## config.mk

```make
export PLATFORM = sky130hd
export DESIGN_NAME = latency_ratio_controller_core
export DESIGN_NICKNAME = d
export VERILOG_FILES = /design/src/rtl/lrc_pkg.sv /design/src/rtl/lrc_div.sv /design/src/rtl/latency_ratio_controller_core.sv
export VERILOG_INCLUDE_DIRS = /design/src /design/src/rtl
export SDC_FILE = /design/constraint.sdc
export NUM_CORES = 2
export LEC_CHECK = 0
export BUFFER_PORTS_ARGS = -buffer_cell sky130_fd_sc_hd__buf_4
export CAP_MARGIN = 20
export CORE_MARGIN = 3
export CORE_UTILIZATION = 65
export CTS_CLUSTER_SIZE = 10
export DETAILED_ROUTE_END_ITERATION = 10
export MAX_ROUTING_LAYER = met4
export PLACE_DENSITY = 0.93
export SYNTH_ARGS = -nofsm -noshare
export SYNTH_HDL_FRONTEND = slang
export SYNTH_SLANG_ARGS = --single-unit
```

## constraint.sdc

```tcl
create_clock -name clk_i -period 16.5 [get_ports clk_i]
set_input_delay 1.65 -clock clk_i [delete_from_list [all_inputs] [get_ports clk_i]]
set_output_delay 1.65 -clock clk_i [all_outputs]
set_load 0.005 [all_outputs]
```

## src/rtl/latency_ratio_controller_core_defines.svh

```systemverilog
// assertion helpers
`ifndef LATENCY_RATIO_CONTROLLER_CORE_DEFINES_SVH
`define LATENCY_RATIO_CONTROLLER_CORE_DEFINES_SVH

`define LRC_ASSERT(lbl, prop, msg) \
  lbl: assert property (@(posedge clk_i) disable iff (!rst_ni) (prop)) else $error(msg);

`define LRC_ASSERT_IMP(lbl, ante, cons, msg) \
  lbl: assert property (@(posedge clk_i) disable iff (!rst_ni) (ante) |-> (cons)) else $error(msg);

`endif

```

## src/rtl/lrc_pkg.sv

```systemverilog
package lrc_pkg;

  localparam int unsigned DIV_DW = 56;
  localparam int unsigned DIV_SW = 41;
  localparam int unsigned AVG_W  = 40;
  localparam logic [16:0] Q_ONE  = 17'd65536;

  localparam logic [2:0] REG_K_ERR  = 3'd0;
  localparam logic [2:0] REG_K_D    = 3'd1;
  localparam logic [2:0] REG_MIX    = 3'd2;
  localparam logic [2:0] REG_PERIOD = 3'd3;
  localparam logic [2:0] REG_WINDOW = 3'd4;

  typedef struct packed {
    logic              start;
    logic [DIV_DW-1:0] dividend;
    logic [DIV_SW-1:0] divisor;
  } div_cmd_t;

  typedef struct packed {
    logic              done;
    logic [DIV_DW-1:0] quotient;
  } div_rsp_t;

endpackage

```

## src/rtl/lrc_div.sv

```systemverilog
module lrc_div (
  input  logic              clk_i,
  input  logic              rst_ni,
  input  lrc_pkg::div_cmd_t cmd_i,
  output lrc_pkg::div_rsp_t rsp_o
);

  logic                         busy_q, done_q;
  logic [5:0]                   cnt_q;
  logic [lrc_pkg::DIV_SW-1:0]   rem_q, dvs_q;
  logic [lrc_pkg::DIV_DW-1:0]   quo_q;
  logic [lrc_pkg::DIV_SW:0]     rem_sh;
  logic                         ge;

  assign rem_sh = {rem_q, quo_q[lrc_pkg::DIV_DW-1]};
  assign ge     = rem_sh >= {1'b0, dvs_q};

  always_ff @(posedge clk_i or negedge rst_ni) begin
    if (!rst_ni) begin
      busy_q <= 1'b0;
      done_q <= 1'b0;
      cnt_q  <= '0;
    end else begin
      done_q <= 1'b0;
      if (cmd_i.start) begin
        busy_q <= 1'b1;
        cnt_q  <= '0;
      end else if (busy_q) begin
        cnt_q <= cnt_q + 6'd1;
        if (cnt_q == 6'(lrc_pkg::DIV_DW - 1)) begin
          busy_q <= 1'b0;
          done_q <= 1'b1;
        end
      end
    end
  end

  always_ff @(posedge clk_i) begin
    if (cmd_i.start) begin
      rem_q <= '0;
      dvs_q <= cmd_i.divisor;
      quo_q <= cmd_i.dividend;
    end else if (busy_q) begin
      rem_q <= ge ? lrc_pkg::DIV_SW'(rem_sh - {1'b0, dvs_q}) : rem_sh[lrc_pkg::DIV_SW-1:0];
      quo_q <= {quo_q[lrc_pkg::DIV_DW-2:0], ge};
    end
  end

  assign rsp_o.done     = done_q;
  assign rsp_o.quotient = quo_q;

endmodule

```

## src/rtl/latency_ratio_controller_core.sv

```systemverilog
// Latency ratio controller. Each accepted sample of a provider below PROVIDERS updates that
// provider's running mean with one 56-step pass of the shared restoring divider, and the input
// is not ready until that pass is done. Every update_period-th sample then starts an update run
// over all PROVIDERS providers (none when update_period is zero). The window sum takes one cycle
// per window entry. A division of the window sum by the window width gives the reference mean.
// Each provider then needs one division for the relative latency and one for normalization.
// A division is skipped on a zero reference or a zero share sum. The run waits whenever the
// output is held. The input is not ready during this work.
// Ratios for providers 0 to 7 leave in provider order, tlast on the final one.
`include "latency_ratio_controller_core_defines.svh"

module latency_ratio_controller_core #(
  parameter int unsigned PROVIDERS = 8
) (
  input  logic        clk_i,
  input  logic        rst_ni,
  input  logic        s_axis_tvalid,
  output logic        s_axis_tready,
  input  logic [31:0] s_axis_tdata,   // provider[2:0], latency_us[26:3]
  output logic        m_axis_tvalid,
  input  logic        m_axis_tready,
  output logic [23:0] m_axis_tdata,   // provider_out[2:0], ratio[19:3]
  output logic        m_axis_tlast,
  input  logic        psel,
  input  logic        penable,
  input  logic        pwrite,
  input  logic [4:0]  paddr,
  input  logic [31:0] pwdata,
  output logic [31:0] prdata,
  output logic        pready
);

  localparam int unsigned IW = (PROVIDERS > 1) ? $clog2(PROVIDERS) : 1;
  localparam logic [16:0] UNI = 17'(65536 / PROVIDERS);
  localparam logic [7:0]  OUT_LAST = 8'((PROVIDERS < 8) ? PROVIDERS - 1 : 7);
  localparam logic [IW-1:0] IDX_LAST = IW'(PROVIDERS - 1);

  typedef enum logic [16:0] {
    S_IDLE   = 17'b00000000000000001,
    S_MEAN_W = 17'b00000000000000010,
    S_SUM    = 17'b00000000000000100,
    S_DT_W   = 17'b00000000000001000,
    S_P_RD   = 17'b00000000000010000,
    S_P_DIV  = 17'b00000000000100000,
    S_P_W    = 17'b00000000001000000,
    S_MUL_P  = 17'b00000000010000000,
    S_MUL_D  = 17'b00000000100000000,
    S_PD_WR  = 17'b00000001000000000,
    S_N_RD   = 17'b00000010000000000,
    S_N_DIV  = 17'b00000100000000000,
    S_N_W    = 17'b00001000000000000,
    S_N_WR   = 17'b00010000000000000,
    S_R1     = 17'b00100000000000000,
    S_R2     = 17'b01000000000000000,
    S_R3     = 17'b10000000000000000
  } state_e;

  state_e state_q, state_d;

  // configuration
  logic [23:0] k_err_q, k_d_q;
  logic [16:0] mix_q;
  logic [15:0] period_cfg_q;
  logic [3:0]  window_q;

  // state
  logic [lrc_pkg::AVG_W-1:0] avg_q [8];
  logic [31:0]               cnt_q [8];
  logic [16:0]               share_mem [PROVIDERS];
  logic [19:0]               prev_mem [PROVIDERS];
  logic [PROVIDERS-1:0]      init_q;
  logic [15:0]               period_q;
  logic                      first_q;

  // working registers
  logic [2:0]                p_q;
  logic [lrc_pkg::AVG_W-1:0] a_q, dt_q;
  logic                      up_q, neg_q, use_d_q;
  logic [IW-1:0]             idx_q;
  logic [43:0]               sum_q;
  logic signed [19:0]        drel_q;
  logic signed [30:0]        dr_q;
  logic [22:0]               total_q;
  logic [16:0]               nshare_q, share_rd_q;
  logic [19:0]               prev_rd_q;
  logic                      init_rd_q;
  logic [33:0]               acc_q;
  logic signed [46:0]        prod_q;

  logic        out_valid_q, out_last_q;
  logic [2:0]  out_prov_q;
  logic [16:0] out_ratio_q;

  // shared divider
  lrc_pkg::div_cmd_t div_cmd;
  lrc_pkg::div_rsp_t div_rsp;

  lrc_div u_div (
    .clk_i  (clk_i),
    .rst_ni (rst_ni),
    .cmd_i  (div_cmd),
    .rsp_o  (div_rsp)
  );

  // config port
  logic cfg_wr;
  assign cfg_wr = psel && penable && pwrite;
  assign pready = 1'b1;

  always_ff @(posedge clk_i or negedge rst_ni) begin
    if (!rst_ni) begin
      k_err_q      <= 24'd65536;
      k_d_q        <= '0;
      mix_q        <= '0;
      period_cfg_q <= '0;
      window_q     <= 4'd8;
    end else if (cfg_wr) begin
      unique case (paddr[4:2])
        lrc_pkg::REG_K_ERR:  k_err_q      <= pwdata[23:0];
        lrc_pkg::REG_K_D:    k_d_q        <= pwdata[23:0];
        lrc_pkg::REG_MIX:    mix_q        <= pwdata[16:0];
        lrc_pkg::REG_PERIOD: period_cfg_q <= pwdata[15:0];
        lrc_pkg::REG_WINDOW: window_q     <= pwdata[3:0];
        default: ;
      endcase
    end
  end

  always_comb begin
    unique case (paddr[4:2])
      lrc_pkg::REG_K_ERR:  prdata = {8'd0, k_err_q};
      lrc_pkg::REG_K_D:    prdata = {8'd0, k_d_q};
      lrc_pkg::REG_MIX:    prdata = {15'd0, mix_q};
      lrc_pkg::REG_PERIOD: prdata = {16'd0, period_cfg_q};
      lrc_pkg::REG_WINDOW: prdata = {28'd0, window_q};
      default:             prdata = '0;
    endcase
  end

  // input decode
  logic [2:0]  in_prov;
  logic [23:0] in_lat;
  logic        in_acc, in_ok;
  assign in_prov = s_axis_tdata[2:0];
  assign in_lat  = s_axis_tdata[26:3];
  assign s_axis_tready = (state_q == S_IDLE);
  assign in_acc  = s_axis_tvalid && s_axis_tready;
  assign in_ok   = {5'd0, in_prov} < 8'(PROVIDERS);

  // single read port on the averages
  logic [7:0]                idx8;
  logic [2:0]                avg_addr;
  logic                      avg_hit;
  logic [lrc_pkg::AVG_W-1:0] avg_rd;
  assign idx8     = 8'(idx_q);
  assign avg_addr = (state_q == S_IDLE) ? in_prov : idx8[2:0];
  assign avg_hit  = (state_q == S_IDLE) || (idx8 < 8'd8);
  assign avg_rd   = avg_hit ? avg_q[avg_addr] : '0;

  // mean step
  logic [lrc_pkg::AVG_W-1:0] x_in;
  logic                      x_up;
  assign x_in = {in_lat, 16'd0};
  assign x_up = x_in >= avg_rd;

  // window
  logic [7:0] win_w, win_start;
  always_comb begin
    win_w = (window_q == 4'd0) ? 8'd1 : {4'd0, window_q};
    if (win_w > 8'(PROVIDERS)) win_w = 8'(PROVIDERS);
    win_start = 8'(PROVIDERS) - win_w;
  end

  // shared multiplier
  logic [16:0]        m_sat;
  logic signed [24:0] mul_a;
  logic signed [21:0] mul_b;
  logic               mul_en;
  assign m_sat = (mix_q > lrc_pkg::Q_ONE) ? lrc_pkg::Q_ONE : mix_q;

  always_comb begin
    mul_a  = '0;
    mul_b  = '0;
    mul_en = 1'b1;
    unique case (state_q)
      S_MUL_P: begin
        mul_a = 25'(signed'(k_err_q));
        mul_b = 22'(drel_q);
      end
      S_MUL_D: begin
        mul_a = 25'(signed'(k_d_q));
        mul_b = 22'(drel_q) - (init_rd_q ? 22'(signed'(prev_rd_q)) : 22'sd0);
      end
      S_R1: begin
        mul_a = signed'({8'd0, m_sat});
        mul_b = signed'({5'd0, UNI});
      end
      S_R2: begin
        mul_a = signed'({8'd0, 17'(lrc_pkg::Q_ONE - m_sat)});
        mul_b = signed'({5'd0, nshare_q});
      end
      default: mul_en = 1'b0;
    endcase
  end

  always_ff @(posedge clk_i) begin
    if (mul_en) prod_q <= 47'(mul_a) * 47'(mul_b);
  end

  // relative latency
  logic signed [40:0]  num;
  logic [39:0]         num_abs;
  logic [16:0]         share_rd;
  logic signed [32:0]  s_sum;
  logic [16:0]         s_clamp;
  logic [lrc_pkg::DIV_DW-1:0] q;
  assign num      = signed'({1'b0, dt_q}) - signed'({1'b0, avg_rd});
  assign num_abs  = num[40] ? 40'(-num) : num[39:0];
  assign share_rd = init_rd_q ? share_rd_q : UNI;
  assign q        = div_rsp.quotient;

  always_comb begin
    s_sum = 33'(signed'({1'b0, share_rd})) + 33'(dr_q);
    if (use_d_q) s_sum = s_sum + 33'(prod_q >>> 16);
    if (s_sum < 0) s_clamp = '0;
    else if (s_sum > 33'sd65536) s_clamp = lrc_pkg::Q_ONE;
    else s_clamp = s_sum[16:0];
  end

  // divider requests
  always_comb begin
    div_cmd = '0;
    unique case (state_q)
      S_IDLE: begin
        div_cmd.start    = in_acc && in_ok;
        div_cmd.dividend = lrc_pkg::DIV_DW'(x_up ? x_in - avg_rd : avg_rd - x_in);
        div_cmd.divisor  = lrc_pkg::DIV_SW'({1'b0, cnt_q[in_prov]} + 33'd1);
      end
      S_SUM: begin
        div_cmd.start    = (idx_q == IDX_LAST);
        div_cmd.dividend = lrc_pkg::DIV_DW'(sum_q + 44'(avg_rd));
        div_cmd.divisor  = lrc_pkg::DIV_SW'(win_w);
      end
      S_P_DIV: begin
        div_cmd.start    = (dt_q != '0);
        div_cmd.dividend = {num_abs, 16'd0};
        div_cmd.divisor  = lrc_pkg::DIV_SW'(dt_q);
      end
      S_N_DIV: begin
        div_cmd.start    = (total_q != '0);
        div_cmd.dividend = lrc_pkg::DIV_DW'({share_rd_q, 16'd0});
        div_cmd.divisor  = lrc_pkg::DIV_SW'(total_q);
      end
      default: ;
    endcase
  end

  logic out_free;
  assign out_free = !out_valid_q || m_axis_tready;

  // sequencer
  always_comb begin
    state_d = state_q;
    unique case (state_q)
      S_IDLE:   if (in_acc && in_ok) state_d = S_MEAN_W;
      S_MEAN_W: begin
        if (div_rsp.done) begin
          if (period_cfg_q != '0 && (period_q + 16'd1) >= period_cfg_q) state_d = S_SUM;
          else state_d = S_IDLE;
        end
      end
      S_SUM:    if (idx_q == IDX_LAST) state_d = S_DT_W;
      S_DT_W:   if (div_rsp.done) state_d = S_P_RD;
      S_P_RD:   state_d = S_P_DIV;
      S_P_DIV:  state_d = (dt_q != '0) ? S_P_W : S_MUL_P;
      S_P_W:    if (div_rsp.done) state_d = S_MUL_P;
      S_MUL_P:  state_d = S_MUL_D;
      S_MUL_D:  state_d = S_PD_WR;
      S_PD_WR:  state_d = (idx_q == IDX_LAST) ? S_N_RD : S_P_RD;
      S_N_RD:   state_d = S_N_DIV;
      S_N_DIV:  state_d = (total_q != '0) ? S_N_W : S_N_WR;
      S_N_W:    if (div_rsp.done) state_d = S_N_WR;
      S_N_WR: begin
        if (idx8 <= OUT_LAST) state_d = S_R1;
        else if (idx_q == IDX_LAST) state_d = S_IDLE;
        else state_d = S_N_RD;
      end
      S_R1:     state_d = S_R2;
      S_R2:     state_d = S_R3;
      S_R3: begin
        if (out_free) state_d = (idx_q == IDX_LAST) ? S_IDLE : S_N_RD;
      end
      default:  state_d = S_IDLE;
    endcase
  end

  always_ff @(posedge clk_i or negedge rst_ni) begin
    if (!rst_ni) begin
      state_q     <= S_IDLE;
      period_q    <= '0;
      first_q     <= 1'b1;
      init_q      <= '0;
      out_valid_q <= 1'b0;
      for (int i = 0; i < 8; i++) begin
        avg_q[i] <= '0;
        cnt_q[i] <= '0;
      end
    end else begin
      state_q <= state_d;
      if (state_q == S_MEAN_W && div_rsp.done) begin
        avg_q[p_q] <= up_q ? a_q + q[lrc_pkg::AVG_W-1:0] : a_q - q[lrc_pkg::AVG_W-1:0];
        if (cnt_q[p_q] != 32'hFFFF_FFFF) cnt_q[p_q] <= cnt_q[p_q] + 32'd1;
        if (period_cfg_q != '0) begin
          period_q <= ((period_q + 16'd1) >= period_cfg_q) ? 16'd0 : period_q + 16'd1;
        end
      end
      if (state_q == S_MUL_D) first_q <= 1'b0;
      if (state_q == S_PD_WR) init_q[idx_q] <= 1'b1;
      if (state_q == S_R3 && out_free) out_valid_q <= 1'b1;
      else if (m_axis_tready) out_valid_q <= 1'b0;
    end
  end

  // datapath registers
  always_ff @(posedge clk_i) begin
    unique case (state_q)
      S_IDLE: begin
        p_q  <= in_prov;
        a_q  <= avg_rd;
        up_q <= x_up;
      end
      S_MEAN_W: begin
        idx_q <= win_start[IW-1:0];
        sum_q <= '0;
      end
      S_SUM: sum_q <= sum_q + 44'(avg_rd);
      S_DT_W: begin
        dt_q    <= q[lrc_pkg::AVG_W-1:0];
        idx_q   <= '0;
        total_q <= '0;
      end
      S_P_DIV: begin
        neg_q  <= num[40];
        drel_q <= '0;
      end
      S_P_W: begin
        if (!neg_q) drel_q <= (q > 56'd65536) ? 20'sd65536 : 20'(q);
        else drel_q <= (q > 56'd524288) ? -20'sd524288 : 20'(-q);
      end
      S_MUL_D: begin
        dr_q    <= 31'(prod_q >>> 16);
        use_d_q <= !first_q;
      end
      S_PD_WR: begin
        total_q <= total_q + 23'(s_clamp);
        idx_q   <= (idx_q == IDX_LAST) ? '0 : idx_q + 1'b1;
      end
      S_N_DIV: nshare_q <= UNI;
      S_N_W:   nshare_q <= q[16:0];
      S_N_WR:  if (idx8 > OUT_LAST && idx_q != IDX_LAST) idx_q <= idx_q + 1'b1;
      S_R2:    acc_q <= prod_q[33:0];
      S_R3: begin
        if (out_free) begin
          out_prov_q  <= idx8[2:0];
          out_ratio_q <= 17'((35'(acc_q) + 35'(prod_q[33:0])) >> 16);
          out_last_q  <= (idx8 == OUT_LAST);
          if (idx_q != IDX_LAST) idx_q <= idx_q + 1'b1;
        end
      end
      default: ;
    endcase
    if (state_q == S_SUM && idx_q != IDX_LAST) idx_q <= idx_q + 1'b1;
  end

  // provider memories
  always_ff @(posedge clk_i) begin
    if (state_q == S_P_RD || state_q == S_N_RD) begin
      share_rd_q <= share_mem[idx_q];
      prev_rd_q  <= prev_mem[idx_q];
      init_rd_q  <= init_q[idx_q];
    end
    if (state_q == S_PD_WR) begin
      share_mem[idx_q] <= s_clamp;
      prev_mem[idx_q]  <= drel_q;
    end else if (state_q == S_N_WR) begin
      share_mem[idx_q] <= nshare_q;
    end
  end

  assign m_axis_tvalid = out_valid_q;
  assign m_axis_tdata  = {4'd0, out_ratio_q, out_prov_q};
  assign m_axis_tlast  = out_last_q;

  `LRC_ASSERT_IMP(a_ratio_range, out_valid_q, out_ratio_q <= lrc_pkg::Q_ONE, "ratio above one")
  `LRC_ASSERT_IMP(a_first_clear, state_q == S_PD_WR, !first_q, "first update flag still set")
  `LRC_ASSERT_IMP(a_div_done_wait, div_rsp.done, state_q == S_MEAN_W || state_q == S_DT_W || state_q == S_P_W || state_q == S_N_W, "divider result with no waiter")

endmodule
```

# Yosys cells after proc, flatten, opt, wreduce, memory -nomap -nowiden
# Memories as Yosys holds them, arrays and structs flattened. A register that Yosys moved wholly into a read port is not among the register bits.
# Index checks and enable logic that the tools add are counted.
[word_totals]
register_bits = 1176
latchBits = 0
ram_bits = 296
rom_bits = 0
in_bits = 76
output_inout_bits = 60
word_cells = 255
memories = 2
[op_classes]
add_sub_neg = 22
multipliers = 1
n_div = 0
order_cmp = 18
eq_ne = 35
n_shift = 0
muxes = 84
bitwise_logic = 5
reduce_logical = 38
[memory_table]
columns = ["memory", "depth", "word_bits", "read_ports", "rd_clocked_by_memory_dff", "wr", "line", "source"]
rows = [
  ["prev_mem", 8, 20, 1, 1, 1, "latency_ratio_controller_core.sv:70", "logic [19:0] prev_mem [PROVIDERS];"],
  ["share_mem", 8, 17, 1, 1, 1, "latency_ratio_controller_core.sv:69", "logic [16:0] share_mem [PROVIDERS];"],
]
[ops]
columns = ["op", "n"]
rows = [
  ["$pmux W98 S4", 1],
  ["$bwmux W320", 1],
  ["$pmux W17 S17", 1],
  ["$bwmux W256", 1],
  ["$mux W40", 6],
  ["$mux W17", 12],
  ["$bmux W32 S3", 2],
  ["$mux W56", 3],
  ["$mux W32", 5],
  ["$sub A40 B40 Y41", 3],
  ["$bmux W40 S3", 1],
  ["$demux W40 S3", 1],
  ["$pmux W24 S5", 1],
  ["$pmux W25 S4", 1],
  ["$demux W32 S3", 1],
  ["$pmux W22 S4", 1],
  ["$pmux W44 S2", 1],
  ["$mux W20", 3],
  ["$gt A56 B17 Y1 const B", 1],
  ["$gt A56 B20 Y1 const B", 1],
  ["$mul A25 B22 Y47", 1],
  ["$pmux W23 S2", 1],
  ["$add A44 B40 Y45", 1],
  ["$add A44 B40 Y44", 1],
  ["91 further kinds", 152],
]

# Longest topological paths before layout
[depth]
word_depth = 12
depth_mapped = 50
mapped_depth_nobuf = 47

# Modules after synthesis
# From an unflattened synthesis, not the netlist that was laid out.
[unflattened]
hier_cells = 10252
area_unflattened_um2 = 105105.8
[by_module_without_submodules]
columns = ["module", "n_inst", "cells_per_inst", "area_each_um2"]
rows = [
  ["latency_ratio_controller_core", 1, 9381, 96231.0],
  ["lrc_div", 1, 871, 8874.8],
]

# Least setup slack after synthesis
# No wires, ideal clock.
[synth_path]
kind = "flip-flop to flip-flop"
start = "reg state_q[16]"
end = "reg prod_q[45], data pin"
setup_time_ns = 0.258
arrival_ns = 11.189
path_slack_ns = 5.054
stages_incl_launch_ff = 42
cell_sequence = "dfrtp_1 or4_4 or3_1 nor3b_1 nand3_1 or3b_2 clkbuf_1 inv_1 clkbuf_1 buf_1 a22oi_1 nand2_1 clkbuf_1 nand2_1 fa_1 fa_1 inv_1 fa_1 [6 not listed] inv_1 fa_1 ha_1 a21oi_1 nor2b_1 o21ai_0 nand2b_1 a21o_1 a221o_1 a32o_1 o211ai_1 a31o_2 o21ai_0 a31oi_1 o22ai_1 a311o_1 a21oi_1 xnor2_1"
[synth_between]
elab_chain_cells = 3
[synth_lines]
columns = ["element", "line", "source"]
rows = [
  ["start, declared", "latency_ratio_controller_core.sv:58", "state_e state_q, state_d;"],
  ["start signal, assigned", "latency_ratio_controller_core.sv:309", "state_q <= state_d;"],
  ["$eq A17 B16 Y1, or another cell as far along", "latency_ratio_controller_core.sv:185", "unique case (state_q)"],
  ["$pmux W25 S4 or $pmux W22 S4 (tied branches)", "latency_ratio_controller_core.sv:185", ""],
  ["$mul A25 B22 Y47 (*)", "latency_ratio_controller_core.sv:207", "if (mul_en) prod_q <= 47'(mul_a) * 47'(mul_b);"],
  ["end signal, assigned", "latency_ratio_controller_core.sv:207", ""],
  ["end, declared", "latency_ratio_controller_core.sv:88", "logic signed [46:0] prod_q;"],
]
# Mark *: on every way between the ends. The rest lies on a longest branch, timed or not.
# A chain may end at the register's enable or synchronous reset.

# Final worst setup path
[layout_path]
start = "reg init_rd_q"
end = "reg prod_q[46], data pin"
[layout_between]
elab_chain_cells = 4
[layout_lines]
columns = ["element", "line", "source"]
rows = [
  ["start, declared", "latency_ratio_controller_core.sv:86", "logic init_rd_q;"],
  ["start signal, assigned", "latency_ratio_controller_core.sv:380", "init_rd_q <= init_q[idx_q];"],
  ["$mux W22", "latency_ratio_controller_core.sv:192", "mul_b = 22'(drel_q) - (init_rd_q ? 22'(signed'(prev_rd_q)) : 22'sd0);"],
  ["$sub A20 B22 Y22", "latency_ratio_controller_core.sv:192", ""],
  ["$pmux W22 S4", "latency_ratio_controller_core.sv:185", ""],
  ["$mul A25 B22 Y47", "latency_ratio_controller_core.sv:207", ""],
]
# No other way between the ends.

==> run metrics <==
Die ar. 165000 µm²; ys async rst share 47.2%; H-tree lvl count 4; cts repair resizes 0; Die X 406 µm; area of the core 159000 µm²; clock transition at the registers of the reported paths 60 ps; GPL Wtd Cong 1.06; WHS Path Cells 0; Reg-to-Reg Start init_rd_q$_DFFE_PP_; Final HPWL DP 225000 µm; adder-cell share of the synthesized area 16.6%; Hold Crit Class flip-flop to flip-flop; vias per cell 6.90; boundary pin count 136; all-layer global routing usage 41.2%; min cycle time layout 14320 ps; clock share of power 20.0%; Max VDD drop 147 µV; Req. time, crit path 17070 ps; startpoint types flip-flop; hold wc startpoint prod_q[14]$_DFFE_PN_; buffers added on ports 107; max-slew violations 0; Slew headroom 15.7%; XOR/XNOR Fraction of Synth Area 3.89%; synthesized area 104000 µm²; most common cell in the synthesized netlist nand2_1; first-pass GRT wire length 503000 µm; syn_area_per_cell 10.0 µm²; Synth top cells by count 1376 x nand2_1, 838 x inv_1, 798 x o21ai_0; Std-Cell Rows 146; RSZ-0062 raised after global routing false; initial antenna violation count 18; Reg power frac 30.4%; DRC 0; WL per Instance 26.5 µm; switch share 44.6%; Nets 11400; multiplexer area fraction after synthesis 6.34%; Clock Sinks 1508; CP Data Arrival Time 14890 ps; P_int 9980 µW; Area Growth Syn to Fin 7.59%; first-iteration detailed-routing DRC count 11900; # fillers 10600; pwr/cell area 161 nW/µm²; Post-synth EDFFs 755; Root Buffer clkbuf_16; fin crit share 86.8%; Max Clk Rate 69.8 MHz; R2R Setup Slk 2180 ps; setup_tns 0 ps; TritonRoute pass-1 iters 9; total global routing overflow 0; Num CTS Buffers 174; Ys Warns 0; peak per-stage delay on the critical path 990 ps; CTS Buffer Depth 3; reg2reg end prod_q[46]$_DFFE_PN_; clk_lat worst skew 860 ps; most frequently used flop master after synthesis edfxtp_1; final hold vios 0; Cell variety after synth 104; post-route ant nets 0; sequential area share after synthesis 39.8%; largest net degree at the start of global routing 211; routed wire length 331000 µm; Worst path most repeated cell fa_1; Clock Skew 53.8 ps; sequential cell area 41300 µm²; top cell type's share of synthesized area 21.8%; CTS Hold Buffers Added 0; Worst Hold Path EP acc_q[14]$_DFFE_PN_; # setup viols final 0; ranking of synthesized cells by area edfxtp_1 22%, dfrtp_1 17%, fa_1 11%; CTS tree built; maxcap violations 0; post-synthesis compound-gate area fraction 14.3%; net switching power 8040 µW; vias in the first global route 88400; cell leakage power 0.0485 µW; DR vias 86100; Post-CTS Setup Inserts 0; crit path kind flip-flop to flip-flop; final core occ 70.5%; area leader, netlist edfxtp_1; multi-input logic area 57400 µm²; Final Hold Slack 446 ps; Initial Util 65.5%; chip height 406 µm; CP endpoint kind flip-flop; worst r2r path cells 44; Crit Path Max Fanout 25; simple-gate share of the synthesized area 13.8%; Tightest Pin Transition 1260 ps; run status completed; largest family of logic cells by synthesized area adder cells; combinational power share 49.6%; share of post-route cells with drive strength above 1 8.96%; Slowest cell on crit path nand2_1; synthesized instance count 10400; register bit total from synthesis 1508
-- layout by cell type (no fill, tap or decap), drive strengths merged, types with 58 or more instances in the layout --
cell,synthesis,layout
a211oi,112,112
a21o,176,176
a21oi,456,456
a221oi,58,58
a22oi,240,240
and2,121,121
buf,111,262
clkbuf,447,280
dfrtp,708,708
edfxtp,755,755
fa,556,556
ha,492,492
inv,843,847
mux2,171,171
mux2i,129,129
mux4,148,148
nand2,1377,1377
nand2b,191,191
nand3,106,106
nand4,96,96
nor2,731,731
nor2b,77,77
nor3,122,122
o21ai,818,818
or3,70,70
xnor2,251,251
xor2,210,210
-- flip-flops by register name, summed over array words and instances, names as in the netlist, 17 cells and up --
name and flops:
prod_q 47, a_q 40, prev_mem 160, nshare_q 17, mix_q 17, u_div.dvs_q 40
dr_q 31, acc_q 33, prev_rd_q 20, avg_q 320, sum_q 44, dt_q 40
state_q 17, cnt_q 256, u_div.quo_q 56, u_div.rem_q 41, total_q 23, k_d_q 24
k_err_q 24, drel_q 20, share_mem 136, out_ratio_q 17, share_rd_q 17
-- worst max-delay path by stage --
| stage | from | to | slack, ps | depth (start not counted) |
|---|---|---|---|---|
| 5_1_grt | init_rd_q$_DFFE_PP_ | prod_q[46]$_DFFE_PN_ | 1710 | 44 |
| 3_5_place_dp | init_rd_q$_DFFE_PP_ | prod_q[46]$_DFFE_PN_ | 2810 | 46 |
| 2_1_floorplan | state_q[16]$_DFFE_PN0P_ | prod_q[45]$_DFFE_PN_ | 5050 | 41 |
| 6_report | init_rd_q$_DFFE_PP_ | prod_q[46]$_DFFE_PN_ | 2180 | 44 |
| 3_3_place_gp | init_rd_q$_DFFE_PP_ | prod_q[46]$_DFFE_PN_ | 3090 | 44 |
| 4_1_cts | init_rd_q$_DFFE_PP_ | prod_q[46]$_DFFE_PN_ | 2650 | 44 |
-- layer usage --
| layer | part of all wire (%) | global-route usage, % | vias up |
|---|---|---|---|
| met3 | 13 | 11.3 | 1973 |
| met1 | 33 | 46.7 | 41400 |
| li1 | - | - | 36100 |
| met2 | 45 | 62.5 | 6666 |
| met4 | 9.1 | 30.8 | 0 |
| met5 | 0 | - | - |
-- kinds of logic (layout without fill, tap and decap cells) --
family                     after synthesis  in the layout
and+or+nand+nor                       3140           3140
AOI/OAI and AO/OA                     2355           2355
DFF                                   1508           1508
buffers and inverters                 1406           1409
adders and majority gates             1048           1048
xor gates and xnor gates               461            461
muxes                                  448            448
other                                    2             44
-- worst max-delay path, delay by kind of cell (launching register included) --
kind                     cells  cell delay (ps)
XOR/XNOR                     2              300
adder cells (fa/ha/maj)     10             4610
AO/OA/AOI/OAI               17             4690
buffers and inverters        5              580
AND/OR/NAND/NOR             10             2960
flip-flops                   1              880
-- power groups by stage --
| stage | Combinational [µW] | Clock [µW] | Sequential, µW |
|---|---|---|---|
| 3_3_place_gp | 8270 | 0 | 5420 |
| 3_5_place_dp | 8540 | 0 | 5500 |
| 6_report | 8930 | 3610 | 5480 |
| 2_1_floorplan | 6260 | 0 | 5230 |
| 5_1_grt | 9580 | 3750 | 5550 |
| 4_1_cts | 8680 | 3590 | 5450 |
-- area by class of cell --
cell class,instances,area share [%]
multi-input cells,7465,51.4
flip-flops and latches,1508,37.0
diodes,31,0.0694
repair buffers,269,1.84
clock inverters,19,0.269
well taps,2072,2.32
clock buffers,273,4.32
inverters,848,2.85
-- metrics by stage --
stage | setup slack, ps | power [µW] | area, µm² | std cells
after floorplan | 5050 | 11500 | 104000 | 10400
after global placement | 3090 | 13700 | 106000 | 12200
after detailed placement | 2810 | 14000 | 106000 | 12200
after CTS | 2650 | 17700 | 112000 | 12400
after global routing | 1710 | 18900 | 112000 | 12500
final | 2180 | 18000 | 112000 | 12500
No activity file was read; power rests on OpenSTA's default activity.
